### src/rtl/astm_pkg.sv
// shared types and constants for the scaled trimmed-mean filter
// no dependencies; imported by every module of the block
package astm_pkg;

    localparam int CHAN_W     = 3;   // channel number
    localparam int SAMPLE_W   = 12;  // raw conversion code
    localparam int VAL_W      = 15;  // scaled or raw sample value, signed
    localparam int CFG_W      = 8;   // widest configuration register
    localparam int CNT_CFG_W  = 5;   // sample_count register
    localparam int IDX_CFG_W  = 1;   // configuration register index
    localparam int IN_W       = 16;  // input tdata, whole bytes
    localparam int OUT_W      = 24;  // output tdata, whole bytes

    // bipolar scaling: 10000 * m, m up to 2048, fits 25 bits
    localparam int PROD_W     = 25;
    localparam int MUL_STEPS  = SAMPLE_W;
    localparam logic [PROD_W-1:0] SCALE_K = PROD_W'(10000);

    // divisor of the serial divider
    localparam int DVS_W      = 12;
    localparam logic [DVS_W-1:0] DIV_POS = DVS_W'(2047);
    localparam logic [DVS_W-1:0] DIV_NEG = DVS_W'(2048);

    localparam int MIN_GROUP  = 3;

    localparam logic [IDX_CFG_W-1:0] REG_SAMPLE_COUNT = 1'b0;
    localparam logic [IDX_CFG_W-1:0] REG_BIPOLAR_MASK = 1'b1;

    localparam logic [CNT_CFG_W-1:0] SAMPLE_COUNT_RST = 5'd3;
    localparam logic [CFG_W-1:0]     BIPOLAR_MASK_RST = 8'd24;

    typedef enum logic [2:0] {
        ST_IDLE,
        ST_MUL,
        ST_SDIV,
        ST_ACC,
        ST_DIFF,
        ST_MSTART,
        ST_MDIV,
        ST_EMIT
    } astm_state_t;

    // status of a serial arithmetic unit
    typedef struct packed {
        logic busy;
        logic done;
    } astm_stat_t;

endpackage

### src/rtl/astm_mul.sv
// bit-serial multiplier by the fixed scale factor, one operand bit per cycle
// depends on astm_pkg
module astm_mul (
    input  logic                           clk,
    input  logic                           rst_n,
    input  logic                           start,
    input  logic [astm_pkg::SAMPLE_W-1:0]  operand,
    output astm_pkg::astm_stat_t           stat,
    output logic [astm_pkg::PROD_W-1:0]    product
);
    import astm_pkg::*;

    localparam int CNT_W = $clog2(MUL_STEPS);

    logic                busy_reg, busy_next;
    logic                done_reg, done_next;
    logic [CNT_W-1:0]    cnt_reg, cnt_next;
    logic [SAMPLE_W-1:0] m_reg, m_next;
    logic [PROD_W-1:0]   p_reg, p_next;
    logic                last;

    assign last = (cnt_reg == CNT_W'(MUL_STEPS - 1));

    always_comb
    begin
        busy_next = busy_reg;
        done_next = 1'b0;
        cnt_next  = cnt_reg;
        m_next    = m_reg;
        p_next    = p_reg;
        if (start)
        begin
            busy_next = 1'b1;
            cnt_next  = '0;
            m_next    = operand;
            p_next    = '0;
        end
        else if (busy_reg)
        begin
            // msb first: shift product, add factor for a set bit
            p_next   = {p_reg[PROD_W-2:0], 1'b0} + (m_reg[SAMPLE_W-1] ? SCALE_K : '0);
            m_next   = {m_reg[SAMPLE_W-2:0], 1'b0};
            cnt_next = cnt_reg + CNT_W'(1);
            if (last)
            begin
                busy_next = 1'b0;
                done_next = 1'b1;
            end
        end
    end

    always_ff @(posedge clk or negedge rst_n)
    begin
        if (!rst_n)
        begin
            busy_reg <= 1'b0;
            done_reg <= 1'b0;
            cnt_reg  <= '0;
        end
        else
        begin
            busy_reg <= busy_next;
            done_reg <= done_next;
            cnt_reg  <= cnt_next;
        end
    end

    always_ff @(posedge clk)
    begin
        m_reg <= m_next;
        p_reg <= p_next;
    end

    assign stat    = '{busy: busy_reg, done: done_reg};
    assign product = p_reg;

endmodule

### src/rtl/astm_div.sv
// restoring bit-serial divider, one quotient bit per cycle, unsigned
// depends on astm_pkg
module astm_div #(
    parameter int DIV_W = 25
) (
    input  logic                         clk,
    input  logic                         rst_n,
    input  logic                         start,
    input  logic [DIV_W-1:0]             dividend,
    input  logic [astm_pkg::DVS_W-1:0]   divisor,
    output astm_pkg::astm_stat_t         stat,
    output logic [DIV_W-1:0]             quotient
);
    import astm_pkg::*;

    localparam int CNT_W = $clog2(DIV_W);

    logic               busy_reg, busy_next;
    logic               done_reg, done_next;
    logic [CNT_W-1:0]   cnt_reg, cnt_next;
    logic [DIV_W-1:0]   dd_reg, dd_next;
    logic [DVS_W-1:0]   rem_reg, rem_next;
    logic [DVS_W-1:0]   dvs_reg, dvs_next;
    logic [DVS_W:0]     trial;
    logic [DVS_W:0]     diff;
    logic               ge;

    // partial remainder with the next dividend bit brought down
    assign trial = {rem_reg, dd_reg[DIV_W-1]};
    assign diff  = trial - {1'b0, dvs_reg};
    assign ge    = (trial >= {1'b0, dvs_reg});

    always_comb
    begin
        busy_next = busy_reg;
        done_next = 1'b0;
        cnt_next  = cnt_reg;
        dd_next   = dd_reg;
        rem_next  = rem_reg;
        dvs_next  = dvs_reg;
        if (start)
        begin
            busy_next = 1'b1;
            cnt_next  = '0;
            dd_next   = dividend;
            rem_next  = '0;
            dvs_next  = divisor;
        end
        else if (busy_reg)
        begin
            rem_next = ge ? diff[DVS_W-1:0] : trial[DVS_W-1:0];
            // quotient bits fill in from the bottom as dividend bits leave the top
            dd_next  = {dd_reg[DIV_W-2:0], ge};
            cnt_next = cnt_reg + CNT_W'(1);
            if (cnt_reg == CNT_W'(DIV_W - 1))
            begin
                busy_next = 1'b0;
                done_next = 1'b1;
            end
        end
    end

    always_ff @(posedge clk or negedge rst_n)
    begin
        if (!rst_n)
        begin
            busy_reg <= 1'b0;
            done_reg <= 1'b0;
            cnt_reg  <= '0;
        end
        else
        begin
            busy_reg <= busy_next;
            done_reg <= done_next;
            cnt_reg  <= cnt_next;
        end
    end

    always_ff @(posedge clk)
    begin
        dd_reg  <= dd_next;
        rem_reg <= rem_next;
        dvs_reg <= dvs_next;
    end

    assign stat     = '{busy: busy_reg, done: done_reg};
    assign quotient = dd_reg;

endmodule

### src/rtl/adc_scaled_trimmed_mean.sv
// scaled trimmed-mean filter for 12-bit converter samples: top level
// a raw channel item goes straight to accumulation; a bipolar item is scaled first
//   (12-step serial multiplier, then 25-step serial divider for the scale)
// a group's last item then goes through the mean division on the same divider
// one item at a time; the next item is taken when the previous one is done
// reset (async, active low): empty group, no result, sample_count 3, mask 0x18
module adc_scaled_trimmed_mean #(
    parameter int MAX_GROUP = 16
) (
    input  logic                         clk,
    input  logic                         rst_n,
    // input items
    input  logic                         s_tvalid,
    output logic                         s_tready,
    input  logic [astm_pkg::IN_W-1:0]    s_tdata,   // channel[2:0], raw_sample[14:3]
    // result items
    output logic                         m_tvalid,
    input  logic                         m_tready,
    output logic [astm_pkg::OUT_W-1:0]   m_tdata,   // filtered_value[14:0], result_channel[17:15]
    // configuration writes
    input  logic                         cfg_we,
    input  logic [astm_pkg::IDX_CFG_W-1:0] cfg_index,
    input  logic [astm_pkg::CFG_W-1:0]   cfg_wdata
);
    import astm_pkg::*;

    // group index counts up to MAX_GROUP-1
    localparam int IDX_W  = $clog2(MAX_GROUP);
    // wide enough for both the saturated count and the register value
    localparam int NC_RAW = $clog2(MAX_GROUP + 1);
    localparam int NC_W   = (NC_RAW > CNT_CFG_W) ? NC_RAW : CNT_CFG_W;
    // running sum of up to MAX_GROUP values of magnitude up to 10000
    localparam int SUM_W  = VAL_W + $clog2(MAX_GROUP);
    // divider covers both the scale product and the trimmed sum
    localparam int DIV_W  = (SUM_W > PROD_W) ? SUM_W : PROD_W;

    // input fields
    logic [CHAN_W-1:0]   in_channel;
    logic [SAMPLE_W-1:0] in_raw;
    logic                accept;

    assign in_channel = s_tdata[CHAN_W-1:0];
    assign in_raw     = s_tdata[CHAN_W +: SAMPLE_W];
    assign accept     = s_tvalid && s_tready;

    // configuration registers
    logic [CNT_CFG_W-1:0] sample_count_reg;
    logic [CFG_W-1:0]     bipolar_mask_reg;

    always_ff @(posedge clk or negedge rst_n)
    begin
        if (!rst_n)
        begin
            sample_count_reg <= SAMPLE_COUNT_RST;
            bipolar_mask_reg <= BIPOLAR_MASK_RST;
        end
        else if (cfg_we)
        begin
            case (cfg_index)
                REG_SAMPLE_COUNT: sample_count_reg <= cfg_wdata[CNT_CFG_W-1:0];
                REG_BIPOLAR_MASK: bipolar_mask_reg <= cfg_wdata;
                default:          ;
            endcase
        end
    end

    // effective group size, saturated to 3..MAX_GROUP
    logic [NC_W-1:0] sc_ext;
    logic [NC_W-1:0] grp_n;

    assign sc_ext = NC_W'(sample_count_reg);
    always_comb
    begin
        if (sc_ext < NC_W'(MIN_GROUP))
            grp_n = NC_W'(MIN_GROUP);
        else if (sc_ext > NC_W'(MAX_GROUP))
            grp_n = NC_W'(MAX_GROUP);
        else
            grp_n = sc_ext;
    end

    // serial units
    logic                 mul_start;
    logic [SAMPLE_W-1:0]  mul_operand;
    astm_stat_t           mul_stat;
    logic [PROD_W-1:0]    mul_product;

    logic                 div_start;
    logic [DIV_W-1:0]     div_dividend;
    logic [DVS_W-1:0]     div_divisor;
    astm_stat_t           div_stat;
    logic [DIV_W-1:0]     div_quotient;

    astm_mul u_mul (
        .clk     (clk),
        .rst_n   (rst_n),
        .start   (mul_start),
        .operand (mul_operand),
        .stat    (mul_stat),
        .product (mul_product)
    );

    astm_div #(
        .DIV_W (DIV_W)
    ) u_div (
        .clk      (clk),
        .rst_n    (rst_n),
        .start    (div_start),
        .dividend (div_dividend),
        .divisor  (div_divisor),
        .stat     (div_stat),
        .quotient (div_quotient)
    );

    // control and datapath registers
    astm_state_t              state_reg, state_next;
    logic [IDX_W-1:0]         idx_reg, idx_next;
    logic                     m_tvalid_reg, m_tvalid_next;

    logic [CHAN_W-1:0]        chan_reg, chan_next;
    logic                     neg_reg, neg_next;          // upper half of the code range
    logic signed [VAL_W-1:0]  val_reg, val_next;          // sample after scaling, or the raw code
    logic signed [SUM_W-1:0]  sum_reg, sum_next;
    logic signed [VAL_W-1:0]  max_reg, max_next;
    logic signed [VAL_W-1:0]  min_reg, min_next;
    logic signed [SUM_W-1:0]  diff_reg, diff_next;        // sum less max and min
    logic signed [VAL_W-1:0]  mean_reg, mean_next;
    logic [VAL_W-1:0]         out_val_reg, out_val_next;
    logic [CHAN_W-1:0]        out_chan_reg, out_chan_next;

    // helpers
    logic signed [SUM_W-1:0]  val_ext;
    logic                     first;
    logic                     grp_end;
    logic [SUM_W-1:0]         diff_mag;
    logic [VAL_W-1:0]         quot_lo;

    assign val_ext  = SUM_W'(val_reg);
    assign first    = (idx_reg == '0);
    assign grp_end  = ((NC_W'(idx_reg) + NC_W'(1)) >= grp_n);
    assign diff_mag = diff_reg[SUM_W-1] ? (SUM_W'(0) - diff_reg) : diff_reg;
    assign quot_lo  = div_quotient[VAL_W-1:0];

    always_comb
    begin
        state_next    = state_reg;
        idx_next      = idx_reg;
        m_tvalid_next = m_tvalid_reg && !m_tready;
        chan_next     = chan_reg;
        neg_next      = neg_reg;
        val_next      = val_reg;
        sum_next      = sum_reg;
        max_next      = max_reg;
        min_next      = min_reg;
        diff_next     = diff_reg;
        mean_next     = mean_reg;
        out_val_next  = out_val_reg;
        out_chan_next = out_chan_reg;
        mul_start     = 1'b0;
        // two's complement of the code is 4096 - x for the upper half
        mul_operand   = in_raw[SAMPLE_W-1] ? (~in_raw + SAMPLE_W'(1)) : in_raw;
        div_start     = 1'b0;
        div_dividend  = DIV_W'(mul_product);
        div_divisor   = neg_reg ? DIV_NEG : DIV_POS;
        s_tready      = 1'b0;

        case (state_reg)
            ST_IDLE:
            begin
                s_tready = 1'b1;
                if (accept)
                begin
                    chan_next = in_channel;
                    neg_next  = in_raw[SAMPLE_W-1];
                    if (bipolar_mask_reg[in_channel])
                    begin
                        mul_start  = 1'b1;
                        state_next = ST_MUL;
                    end
                    else
                    begin
                        // raw code goes straight in
                        val_next   = VAL_W'(in_raw);
                        state_next = ST_ACC;
                    end
                end
            end

            ST_MUL:
            begin
                if (mul_stat.done)
                begin
                    // divide 10000*m by 2047 or 2048
                    div_start  = 1'b1;
                    state_next = ST_SDIV;
                end
            end

            ST_SDIV:
            begin
                if (div_stat.done)
                begin
                    // magnitude divided, so sign after gives truncation toward zero
                    val_next   = neg_reg ? (VAL_W'(0) - quot_lo) : quot_lo;
                    state_next = ST_ACC;
                end
            end

            ST_ACC:
            begin
                if (first)
                begin
                    // first item of a group seeds sum, max and min
                    sum_next = val_ext;
                    max_next = val_reg;
                    min_next = val_reg;
                end
                else
                begin
                    sum_next = sum_reg + val_ext;
                    if (val_reg > max_reg)
                        max_next = val_reg;
                    if (val_reg < min_reg)
                        min_next = val_reg;
                end
                if (grp_end)
                begin
                    idx_next   = '0;
                    state_next = ST_DIFF;
                end
                else
                begin
                    idx_next   = idx_reg + IDX_W'(1);
                    state_next = ST_IDLE;
                end
            end

            ST_DIFF:
            begin
                diff_next  = sum_reg - SUM_W'(max_reg) - SUM_W'(min_reg);
                state_next = ST_MSTART;
            end

            ST_MSTART:
            begin
                div_start    = 1'b1;
                div_dividend = DIV_W'(diff_mag);
                div_divisor  = DVS_W'(grp_n) - DVS_W'(2);
                state_next   = ST_MDIV;
            end

            ST_MDIV:
            begin
                if (div_stat.done)
                begin
                    mean_next  = diff_reg[SUM_W-1] ? (VAL_W'(0) - quot_lo) : quot_lo;
                    state_next = ST_EMIT;
                end
            end

            ST_EMIT:
            begin
                // wait for the output register to free up
                if (!m_tvalid_reg || m_tready)
                begin
                    out_val_next  = mean_reg;
                    out_chan_next = chan_reg;
                    m_tvalid_next = 1'b1;
                    state_next    = ST_IDLE;
                end
            end

            default:
            begin
                state_next = ST_IDLE;
            end
        endcase
    end

    always_ff @(posedge clk or negedge rst_n)
    begin
        if (!rst_n)
        begin
            state_reg    <= ST_IDLE;
            idx_reg      <= '0;
            m_tvalid_reg <= 1'b0;
            sum_reg      <= '0;
            max_reg      <= '0;
            min_reg      <= '0;
        end
        else
        begin
            state_reg    <= state_next;
            idx_reg      <= idx_next;
            m_tvalid_reg <= m_tvalid_next;
            sum_reg      <= sum_next;
            max_reg      <= max_next;
            min_reg      <= min_next;
        end
    end

    always_ff @(posedge clk)
    begin
        chan_reg     <= chan_next;
        neg_reg      <= neg_next;
        val_reg      <= val_next;
        diff_reg     <= diff_next;
        mean_reg     <= mean_next;
        out_val_reg  <= out_val_next;
        out_chan_reg <= out_chan_next;
    end

    assign m_tvalid = m_tvalid_reg;
    assign m_tdata  = {{(OUT_W - VAL_W - CHAN_W){1'b0}}, out_chan_reg, out_val_reg};

    // an item is only taken with both serial units at rest
    a_idle_units: assert property (@(posedge clk) disable iff (!rst_n)
        s_tready |-> (!mul_stat.busy && !div_stat.busy))
        else $error("item taken while a serial unit is busy");

    // closing a group rewinds the index
    a_group_wrap: assert property (@(posedge clk) disable iff (!rst_n)
        (state_reg == ST_ACC && grp_end) |=> (idx_reg == '0))
        else $error("group index not cleared at end of group");

    // within a group the maximum never falls below the minimum
    a_max_min: assert property (@(posedge clk) disable iff (!rst_n)
        (idx_reg != '0) |-> (max_reg >= min_reg))
        else $error("running max below running min");

    // a new result only comes out of the emit state
    a_emit_src: assert property (@(posedge clk) disable iff (!rst_n)
        $rose(m_tvalid_reg) |-> $past(state_reg == ST_EMIT))
        else $error("result raised outside the emit state");

endmodule

### config.mk
export PLATFORM = sky130hd
export DESIGN_NAME = adc_scaled_trimmed_mean
export DESIGN_NICKNAME = d
export VERILOG_FILES = /design/src/rtl/astm_pkg.sv /design/src/rtl/astm_mul.sv /design/src/rtl/astm_div.sv /design/src/rtl/adc_scaled_trimmed_mean.sv
export SDC_FILE = /design/constraint.sdc
export NUM_CORES = 1
export LEC_CHECK = 0
export ABC_AREA = 1
export ABC_CLOCK_PERIOD_IN_PS = 2700
export BUFFER_PORTS_ARGS = -buffer_cell sky130_fd_sc_hd__buf_2
export CORE_MARGIN = 4
export CORE_UTILIZATION = 55
export CTS_CLUSTER_DIAMETER = 80
export DETAILED_ROUTE_END_ITERATION = 8
export PLACE_DENSITY = 0.72
export SYNTH_ARGS = -nofsm -noshare
export SYNTH_HDL_FRONTEND = slang
export SYNTH_HIERARCHICAL = 1
export SYNTH_SLANG_ARGS = --single-unit
export TNS_END_PERCENT = 50
### constraint.sdc
create_clock -name clk -period 2.7 [get_ports clk]
set_input_delay 0.135 -clock clk [delete_from_list [all_inputs] [get_ports clk]]
set_output_delay 0.135 -clock clk [all_outputs]
set_load 0.01 [all_outputs]
---- Word level (Yosys, flattened, before mapping) ----
Index checks and enable logic that the tools add are counted.
word-level totals
  logic and storage cells ................. 143
  memories kept ........................... 0
  output and inout port bits .............. 26
  bits in latches ......................... 0
  flip-flop bits (word level) ............. 240
  bits in writable memories ............... 0
  memory bits (read-only) ................. 0
  bits of input ports ..................... 30
cells by class
  bitwise gates (word level) .............. 2
  order comparisons ....................... 7
  div/mod/pow operators ................... 0
  equality and inequality tests ........... 15
  multipliers ............................. 0
  reductions and logical operators ........ 21
  add/sub/neg operators ................... 13
  shift operators ......................... 0
  multiplexer cells ....................... 59
operators by type and width
  operator                 count
  $mux W15                 9
  $mux W25                 3
  $mux W12                 6
  $mux W19                 2
  $sub A19 B15 Y19         2
  $pmux W15 S2             1
  $add A25 B25 Y25         1
  $pmux W3 S8              1
  $mux W1                  20
  $mux W5                  4
  $add A19 B15 Y19         1
  $sub A1 B19 Y19 const A  1
  $mux W3                  6
  $gt A15 B15 Y1           1
  $lt A15 B15 Y1           1
  $sub A1 B15 Y15 const A  1
  $mux W14                 1
  $reduce_and A2 Y1        7
  $ge A13 B12 Y1           1
  $add A12 B1 Y12 const B  1
  $eq A3 B3 Y1 const B     4
  $mux W4                  3
  $not A12 Y12             1
  $sub A12 B12 Y12         1
  other kinds (26)         38

---- Depth between registers and ports, before layout ----
Gate-level depths: netlist of the first run.
  depth in word-level cells ............... 6
  gate-level depth with buffers ........... 16
  gate-level depth less buffers ........... 15

---- Modules after synthesis ----
The synthesis of the first run kept the hierarchy.
modules (own cells, without submodules)
  module                   instances  cells each  area an instance (µm²)  seq. area each (µm²)
  adc_scaled_trimmed_mean  1          1298        10213.5                 3888.7
  astm_div                 1          392         3156.8                  1526.5
  astm_mul                 1          284         2092.0                  930.9

---- Worst setup path after synthesis of the first run ----
Ideal clock, no wire load.
  path kind ............................... register -> register
  start ................................... reg state_reg[1]
  end ..................................... reg u_div.dd_reg[0], in the netlist u_div/quotient[0] (enable)
  library setup time ...................... 0.380 ns
  period minus slack after synthesis ...... 2.522 ns
  setup slack ............................. 0.178 ns
  cell stages (with the launch flop) ...... 7
  buffers on the path ..................... 1
  data required time ...................... 2.320 ns
  arrival time ............................ 2.141 ns
  cells stage by stage .................... dfrtp_1 -> inv_1 -> nand2_2 -> nor2_1 -> clkbuf_1 -> nor2_1 -> inv_1
between the ends
  cells in the longest elaborated chain, start to end .. 3
  elaborated cells between the ends (all ways) .. 4
  classes of those cells .................. 2 x eq/ne; 1 x mux; 1 x reduce/logical
RTL lines
  what                                          line                            text
  from (decl)                                   adc_scaled_trimmed_mean.sv:116  astm_state_t state_reg, state_next;
  from (signal assigned)                        adc_scaled_trimmed_mean.sv:293  state_reg <= state_next;
  $eq A3 B3 Y1 or $eq A3 B1 Y1 (tied branches)  adc_scaled_trimmed_mean.sv:167  case (state_reg)
  $pmux W1 S2 *                                 adc_scaled_trimmed_mean.sv:167
  via div_start                                 adc_scaled_trimmed_mean.sv:88   logic div_start;
  $reduce_bool A2 Y1 (no line) *                --
  to (signal assigned)                          astm_div.sv:81                  dd_reg <= dd_next;
  to (decl)                                     astm_div.sv:21                  logic [DIV_W-1:0] dd_reg, dd_next;
The timed path passes the listed nets; every way through them passes the cells marked *.
A chain may end at the register's enable or synchronous reset.

---- Worst setup path in the final report of the first run ----
  start ................................... reg sum_reg[4]
  end ..................................... reg diff_reg[13] (data pin)
between the ends
  cells in the longest elaborated chain, start to end .. 2
RTL lines
  what                            line                            text
  from (decl)                     adc_scaled_trimmed_mean.sv:123  logic signed [SUM_W-1:0] sum_reg, sum_next;
  from (signal assigned)          adc_scaled_trimmed_mean.sv:296  sum_reg <= sum_next;
  $sub A19 B15 Y19 (2 in series)  adc_scaled_trimmed_mean.sv:240  diff_next = sum_reg - SUM_W'(max_reg) - SUM_W'(min_reg);
  to (signal assigned)            adc_scaled_trimmed_mean.sv:307  diff_reg <= diff_next;
  to (decl)                       adc_scaled_trimmed_mean.sv:126  logic signed [SUM_W-1:0] diff_reg, diff_next;
No other way between the ends.

==> results of run 1 <==
[area by class of cell]
type / count / area, µm² / share of cell area
clock inverter: 20 / 323 / 0.0187
inverter: 258 / 968 / 0.0561
sequential: 236 / 6350 / 0.367
timing repair buffer: 93 / 661 / 0.0382
clock buffer: 28 / 658 / 0.0381
tap: 378 / 473 / 0.0274
multi-input combinational: 1427 / 7850 / 0.454
[timing repair]
| item | in CTS | in global routing |
|---|---|---|
| hold buffers | 17 | 0 |
| endpoints found under the setup margin | 0 | 4 |
| endpoints found under the hold margin | 60 | 0 |
| gates resized for setup | 0 | 3 |
[per-stage QoR]
| stage | worst slack [ps] | setup TNS, ps | cells |
|---|---|---|---|
| final | 164 | 0 | 2440 |
| after global routing | -11.2 | -11.2 | 2440 |
| after global placement | 223 | 0 | 2375 |
| after CTS | 176 | 0 | 2440 |
| after floorplan | 178 | 0 | 1980 |
| after detailed placement | 181 | 0 | 2375 |
[routing by layer]
metal	vias to the layer above	track usage	share of wire
li1	6545	-	-
met1	6076	0.331	0.44
met2	347	0.417	0.48
met3	70	0.0271	0.053
met4	0	0.0608	0.025
met5	-	0	0
[critical path, delay by kind of cell, from the launching register on]
kind | cells | cell delay, ps
xor gates and xnor gates | 1 | 150
DFF | 1 | 430
AOI/OAI and AO/OA | 4 | 810
adders and majority gates | 2 | 890
[how the worst max path moves through the flow]
stage	startpoint	end	slack, ps	depth (start not counted)
2_1_floorplan	state_reg[1]	u_div/quotient[0]	180	6
3_3_place_gp	sum_reg[4]	diff_reg[13]	220	7
3_5_place_dp	max_reg[14]	diff_reg[17]	180	8
4_1_cts	sum_reg[4]	diff_reg[13]	180	7
5_1_grt	max_reg[6]	diff_reg[9]	-10	8
6_report	sum_reg[4]	diff_reg[13]	160	7
==> reports/qor.yml, run 1 <==
timing:
  holdWs_ps: 23.2
  finalSetupViolations: 0
  slew_headroom: 0.548
  fin_crit_ps: 2540
  finalMaxSlewViolations: 0
  max_clock_freq_mhz: 394
  period_share: 0.939
  hold_viol_final: 0
  worstMarginPinSlew_ps: 679
  rsz0062_at_grt: "yes"
  skew_ps: 33.0
min_path:
  min_from: "s_tdata[13]"
  hold_class: "input port to register"
  holdPathStages: 3
  hold-path-endpoint: "val_reg[10]"
placement:
  dpl.hpwl_mm: 28.3
  place_area_mm2: 0.0161
  io_buffers: 48
  place_congestion: 0.928
floorplanning:
  core_mm2: 0.0278
  dieHeight_um: 176
  io_pins: 56
  dieWidth_um: 176
  die_area_mm2: 0.0308
  start_util: 0.556
  num_rows: 61
cells_and_area:
  fillCellCount: 2442
  drive_gt1_frac: 0.0955
  fin_util: 0.622
  design_area_mm2: 0.0173
  mostFrequentLayoutCell: "nand2_1"
  synthToLayoutAreaGrowth_pct: 11.8
  diodes: 0
  largest_register_ffs: 25
  layout_common_cells: "nand2_1, inv_1, nand3_1, nor2_1, edfxtp_1"
  final_nets: 2189
critical_path:
  r2r-start: "sum_reg[4]"
  worst-r2r-setup-slack_ps: 160
  crit_type: "register to register"
  end_kind: "register"
  cp_data_arrival_time_ps: 2830
  rr_worst_depth: 7
  critPathMaxFanout: 4
  slowest_stage: "fa_1"
  critPathLaunchType: "register"
  required_ps: 2990
  timing.rr.end: "diff_reg[13]"
  max_stage_delay_ps: 510
  path_cells: "fa_1, ha_1, a21oi_1, o21ai_0, a21oi_1, o21ai_0, xor2_1"
clock_tree:
  cts.sinks: 236
  cts_buffer_depth: 3
  cts-buffers-inserted: 26
  cts_root_buf: "clkbuf_16"
  tritoncts: "done"
  h-tree-depth: 1
  post_cts_buffers: 0
  clkTransAtPathRegs_ps: 70
  clkLatencyLatePin_ps: 550
synth:
  syn_area_per_cell_um2: 7.83
  synth_area_mm2: 0.0154
  synthesis.yosys.warnings: 6
  netlist_instances: 1972
route:
  viasPerCell: 5.34
  vias: 13000
  wl_per_cell_um: 15.4
  ant_nets: 0
  drt_iter0_markers: 1026
  wirelength_mm: 37.6
  dr.pass1.iters: 5
  drc_errors: 0
global_routing:
  first_global_vias: 12500
  grt_overflow: 0
  antenna_found_initial: 0
  grt_pass1_wl_mm: 61.9
  grt_max_degree: 49
  grtUsageTotal: 0.242
status:
  status: "finished clean"
run:
  drv_cap: 0
Power of run 1 is left out: the tool's default activity adds up to more than one toggle a clock period on the data nets, which glitch-free logic cannot reach.
==> run 2, diff against run 1 <==
- CORE_MARGIN: 4 -> 2
==> run 2 against run 1 <==
  * Setup slack got worse by 18 ps
  * Clock skew decreased by 13 ps
  * Critical path type unchanged
  * Count of clock-buffer cells in the layout increased by 1
  * Via count about the same
  * Sequential share of layout area increased by 0.16 points
  * Utilization decreased by 0.10 points
  * Wire length increased by 0.31%
  * Largest cell class unchanged
  * Flip-flop and latch count unchanged
  * First-iteration DRC count decreased by 2.4%
  * Hold slack improved by 3.7 ps
  * Critical path depth unchanged
==> reports/qor.yml, run 2 (synthesis results as in run 1) <==
status:
  status: "finished clean"  # unchanged
timing:
  period_share: 0.946  # was 0.939
  slew_headroom: 0.608  # was 0.548
  hold_viol_final: 0  # unchanged
  worstMarginPinSlew_ps: 588  # was 679 ps
  finalMaxSlewViolations: 0  # unchanged
  finalSetupViolations: 0  # unchanged
  skew_ps: 19.8  # was 33.0 ps
  fin_crit_ps: 2550  # was 2540 ps
  max_clock_freq_mhz: 392  # was 394 MHz
  rsz0062_at_grt: "no"  # was yes
  setup_tns_ps: 0  # unchanged
route:
  viasPerCell: 5.33  # was 5.34
  drc_errors: 0  # unchanged
  met3_wirelength_mm: 1.80  # was 1.98 mm
  wl_met1_mm: 16.9  # was 16.6 mm
  wirelength_mm: 37.7  # was 37.6 mm
  vias: 13000  # about the same
  drt_iter0_markers: 1001  # was 1026
  dr_wl_met2_mm: 18.2  # was 18.1 mm
  top_layer: "met4"  # unchanged
  dr.pass1.iters: 5  # unchanged
  wl_per_cell_um: 15.4  # about the same
  ant_nets: 0  # unchanged
critical_path:
  endpoint: "diff_reg[13]"  # unchanged
  timing.rr.end: "diff_reg[13]"  # unchanged
  cp_data_arrival_time_ps: 2810  # was 2830 ps
  critPathLaunchType: "register"  # unchanged
  crit_start: "sum_reg[4]"  # unchanged
  required_ps: 2950  # was 2990 ps
  crit_type: "register to register"  # unchanged
  worst-r2r-setup-slack_ps: 150  # was 160 ps
  end_kind: "register"  # unchanged
  critPathMaxFanout: 4  # unchanged
  r2r-start: "sum_reg[4]"  # unchanged
  rr_worst_depth: 7  # unchanged
floorplanning:
  io_pins: 56  # unchanged
  dieHeight_um: 172  # was 176 µm
  dieWidth_um: 172  # was 176 µm
  die_area_mm2: 0.0294  # was 0.0308 mm²
  core_mm2: 0.0277  # was 0.0278 mm²
  start_util: 0.558  # was 0.556
  num_rows: 61  # unchanged
cells_and_area:
  mostFrequentLayoutCell: "nand2_1"  # unchanged
  fin_util: 0.621  # was 0.622
  final_nets: 2194  # was 2189
  layout_common_cells: "nand2_1, inv_1, nor2_1, nand3_1, edfxtp_1"  # was nand2_1, inv_1, nand3_1, nor2_1, edfxtp_1
  fillCellCount: 2405  # was 2442
  largest_register_ffs: 25  # unchanged
  synthToLayoutAreaGrowth_pct: 11.4  # was 11.8%
  design_area_mm2: 0.0172  # was 0.0173 mm²
  diodes: 0  # unchanged
  drive_gt1_frac: 0.0963  # was 0.0955
global_routing:
  first_global_vias: 12400  # was 12500
  grt_overflow: 0  # unchanged
  grt_pass1_wl_mm: 60.7  # was 61.9 mm
  antenna_found_initial: 0  # unchanged
  grtUsageTotal: 0.257  # was 0.242
  grt_max_degree: 38  # was 49
clock_tree:
  clkTransAtPathRegs_ps: 60  # was 70 ps
  cts-buffers-inserted: 27  # was 26
  clkLatencyLatePin_ps: 530  # was 550 ps
  cts_root_buf: "clkbuf_16"  # unchanged
  tritoncts: "done"  # unchanged
  cts.sinks: 236  # unchanged
  cts_buffer_depth: 3  # unchanged
  h-tree-depth: 1  # unchanged
min_path:
  hold_class: "input port to register"  # unchanged
placement:
  place_congestion: 0.960  # was 0.928
  dpl.hpwl_mm: 28.1  # was 28.3 mm
  io_buffers: 48  # unchanged
  place_area_mm2: 0.0161  # about the same
run:
  drv_cap: 0  # unchanged
-- run 2: area by class of cell --
type	instances	area, µm²	area share
timing repair buffer	97	656	0.0381
clock inverter	20	225	0.0131
inverter	258	968	0.0563
multi-input combinational	1427	7850	0.456
tap	378	473	0.0275
sequential	236	6350	0.369
clock buffer	29	683	0.0397
-- run 2: how the worst min path moves through the flow --
stage           startpoint                   to  slack, ps  cells after the start
6_report       s_tdata[13]          val_reg[10]         30                      3
5_1_grt        s_tdata[13]          val_reg[10]         10                      3
4_1_cts        s_tdata[12]       u_mul/m_reg[9]         10                      4
3_5_place_dp         rst_n             m_tvalid        170                      1
3_3_place_gp         rst_n             m_tvalid        160                      1
2_1_floorplan        rst_n  bipolar_mask_reg[0]       -160                      0
-- run 2: per-stage QoR --
stage               hold slack, ps  worst slack, ps  std cells
finish                        27.0              146       2445
global route                  13.5             42.8       2445
CTS                           13.0              160       2445
detailed placement             175              226       2378
global placement               165              252       2378
floorplan                     -161              178       1980
-- run 2: metal layers --
layer / GRT usage / vias up
li1: - / 6566
met1: 0.342 / 6096
met2: 0.447 / 326
met3: 0.0283 / 56
met4: 0.0700 / 0
met5: 0 / -
-- run 2: worst max-delay path, cell delays in order, from the launching register on --
cell and delay [ps]:
dfrtp_1 430, fa_1 500, ha_1 380, a21oi_1 220, o21ai_0 170, a21oi_1 260
o21ai_0 160, xor2_1 160
-- run 2: repair_timing --
action                     4_1_cts  5_1_grt
hold endpoints to repair        58        0
setup endpoints to repair        0        1
setup buffers                    0        0
hold buffers                    18        0
resized for setup                0        1
Power of run 2 is left out for the same reason.
==> run 3, diff against run 2 <==
- CTS_BUF_LIST: unset -> sky130_fd_sc_hd__clkbuf_16
==> run 3 against run 2 <==
  * Fmax about the same
  * Register-to-register slack about the same
  * Wire length about the same
==> reports/qor.yml, run 3 (synthesis results as in run 1) <==
timing:
  hold_viol_final: 0  # unchanged
  finalSetupViolations: 0  # unchanged
  setup_tns_ps: 0  # unchanged
  period_share: 0.946  # about the same
  worstMarginPinSlew_ps: 588  # about the same
  finalMaxSlewViolations: 0  # unchanged
  rsz0062_at_grt: "no"  # unchanged
  skew_ps: 19.9  # was 19.8 ps
  slew_headroom: 0.608  # about the same
  fin_crit_ps: 2550  # about the same
  holdWs_ps: 26.9  # was 27.0 ps
  max_clock_freq_mhz: 392  # about the same
critical_path:
  timing.rr.end: "diff_reg[13]"  # unchanged
  critPathLaunchType: "register"  # unchanged
  path_cells: "fa_1, ha_1, a21oi_1, o21ai_0, a21oi_1, o21ai_0, xor2_1"  # unchanged
  max_stage_delay_ps: 500  # about the same
  crit_type: "register to register"  # unchanged
  worst-r2r-setup-slack_ps: 150  # about the same
  r2r-start: "sum_reg[4]"  # unchanged
  end_kind: "register"  # unchanged
  cp_data_arrival_time_ps: 2810  # about the same
  slowest_stage: "fa_1"  # unchanged
  critPathMaxFanout: 4  # unchanged
  required_ps: 2950  # about the same
  rr_worst_depth: 7  # unchanged
floorplanning:
  dieHeight_um: 172  # unchanged
  core_mm2: 0.0277  # unchanged
  die_area_mm2: 0.0294  # unchanged
  start_util: 0.558  # unchanged
  num_rows: 61  # unchanged
  io_pins: 56  # unchanged
  dieWidth_um: 172  # unchanged
cells_and_area:
  final_nets: 2194  # unchanged
  layout_common_cells: "nand2_1, inv_1, nor2_1, nand3_1, edfxtp_1"  # unchanged
  diodes: 0  # unchanged
  synthToLayoutAreaGrowth_pct: 11.4  # unchanged
  largest_register_ffs: 25  # unchanged
  design_area_mm2: 0.0172  # unchanged
  drive_gt1_frac: 0.0963  # unchanged
  mostFrequentLayoutCell: "nand2_1"  # unchanged
global_routing:
  grt_max_degree: 38  # unchanged
  first_global_vias: 12400  # unchanged
  grtUsageTotal: 0.257  # unchanged
  grt_pass1_wl_mm: 60.7  # unchanged
  grt_overflow: 0  # unchanged
  antenna_found_initial: 0  # unchanged
min_path:
  holdPathStages: 3  # unchanged
  hold-path-endpoint: "val_reg[10]"  # unchanged
  hold_class: "input port to register"  # unchanged
  min_from: "s_tdata[13]"  # unchanged
route:
  wirelength_mm: 37.7  # about the same
  ant_nets: 0  # unchanged
  viasPerCell: 5.33  # about the same
  vias: 13000  # about the same
  drt_iter0_markers: 1001  # unchanged
  dr.pass1.iters: 5  # unchanged
  drc_errors: 0  # unchanged
  wl_per_cell_um: 15.4  # about the same
clock_tree:
  tritoncts: "done"  # unchanged
  clkLatencyLatePin_ps: 530  # about the same
  cts-buffers-inserted: 27  # unchanged
  cts_buffer_depth: 3  # unchanged
  clkTransAtPathRegs_ps: 60  # about the same
  cts.sinks: 236  # unchanged
  cts_root_buf: "clkbuf_16"  # unchanged
  h-tree-depth: 1  # unchanged
placement:
  io_buffers: 48  # unchanged
  place_congestion: 0.960  # unchanged
  dpl.hpwl_mm: 28.1  # unchanged
  place_area_mm2: 0.0161  # unchanged
run:
  drv_cap: 0  # unchanged
status:
  status: "finished clean"  # unchanged
run 3: area by class of cell:
| type | instances | area [µm²] |
|---|---|---|
| sequential | 236 | 6350 |
| timing repair buffer | 97 | 656 |
| tap | 378 | 473 |
| fill | 2405 | 10500 |
| clock buffer | 27 | 676 |
| inverter | 258 | 968 |
| clock inverter | 22 | 233 |
| multi-input combinational | 1427 | 7850 |
run 3: worst max path at each step:
stage                        end    startpoint  slack, ps
2_1_floorplan  u_div/quotient[0]  state_reg[1]        180
3_3_place_gp        diff_reg[13]    sum_reg[4]        250
3_5_place_dp        diff_reg[13]    max_reg[4]        230
4_1_cts             diff_reg[13]    sum_reg[4]        160
5_1_grt             diff_reg[15]    max_reg[6]         40
6_report            diff_reg[13]    sum_reg[4]        150
run 3: metal layers:
| metal | global-route usage | wire (µm) | vias up |
|---|---|---|---|
| met2 | 0.447 | 18200 | 322 |
| met4 | 0.0700 | 791 | 0 |
| li1 | - | - | 6566 |
| met5 | 0 | 0 | - |
| met3 | 0.0283 | 1720 | 56 |
| met1 | 0.342 | 17000 | 6089 |
run 3: stage by stage:
step,cells,util,setup WS [ps]
after floorplan,1980,-,178
after global placement,2378,0.581,252
after detailed placement,2378,0.581,226
after CTS,2445,0.621,160
after global routing,2445,0.621,42.8
final,2445,0.621,146
run 3: what timing repair did:
| item | CTS | global route |
|---|---|---|
| endpoints found under the setup margin | 0 | 1 |
| hold buffers | 18 | 0 |
| setup buffers | 0 | 0 |
| gates resized for setup | 0 | 1 |
| endpoints found under the hold margin | 58 | 0 |
run 3: critical path, delay by kind of cell (launching register included):
kind	cells	cell delay, ps
xor+xnor	1	160
fa+ha+maj	2	880
flops	1	430
compound gates	4	810
Power of run 3 is left out for the same reason.
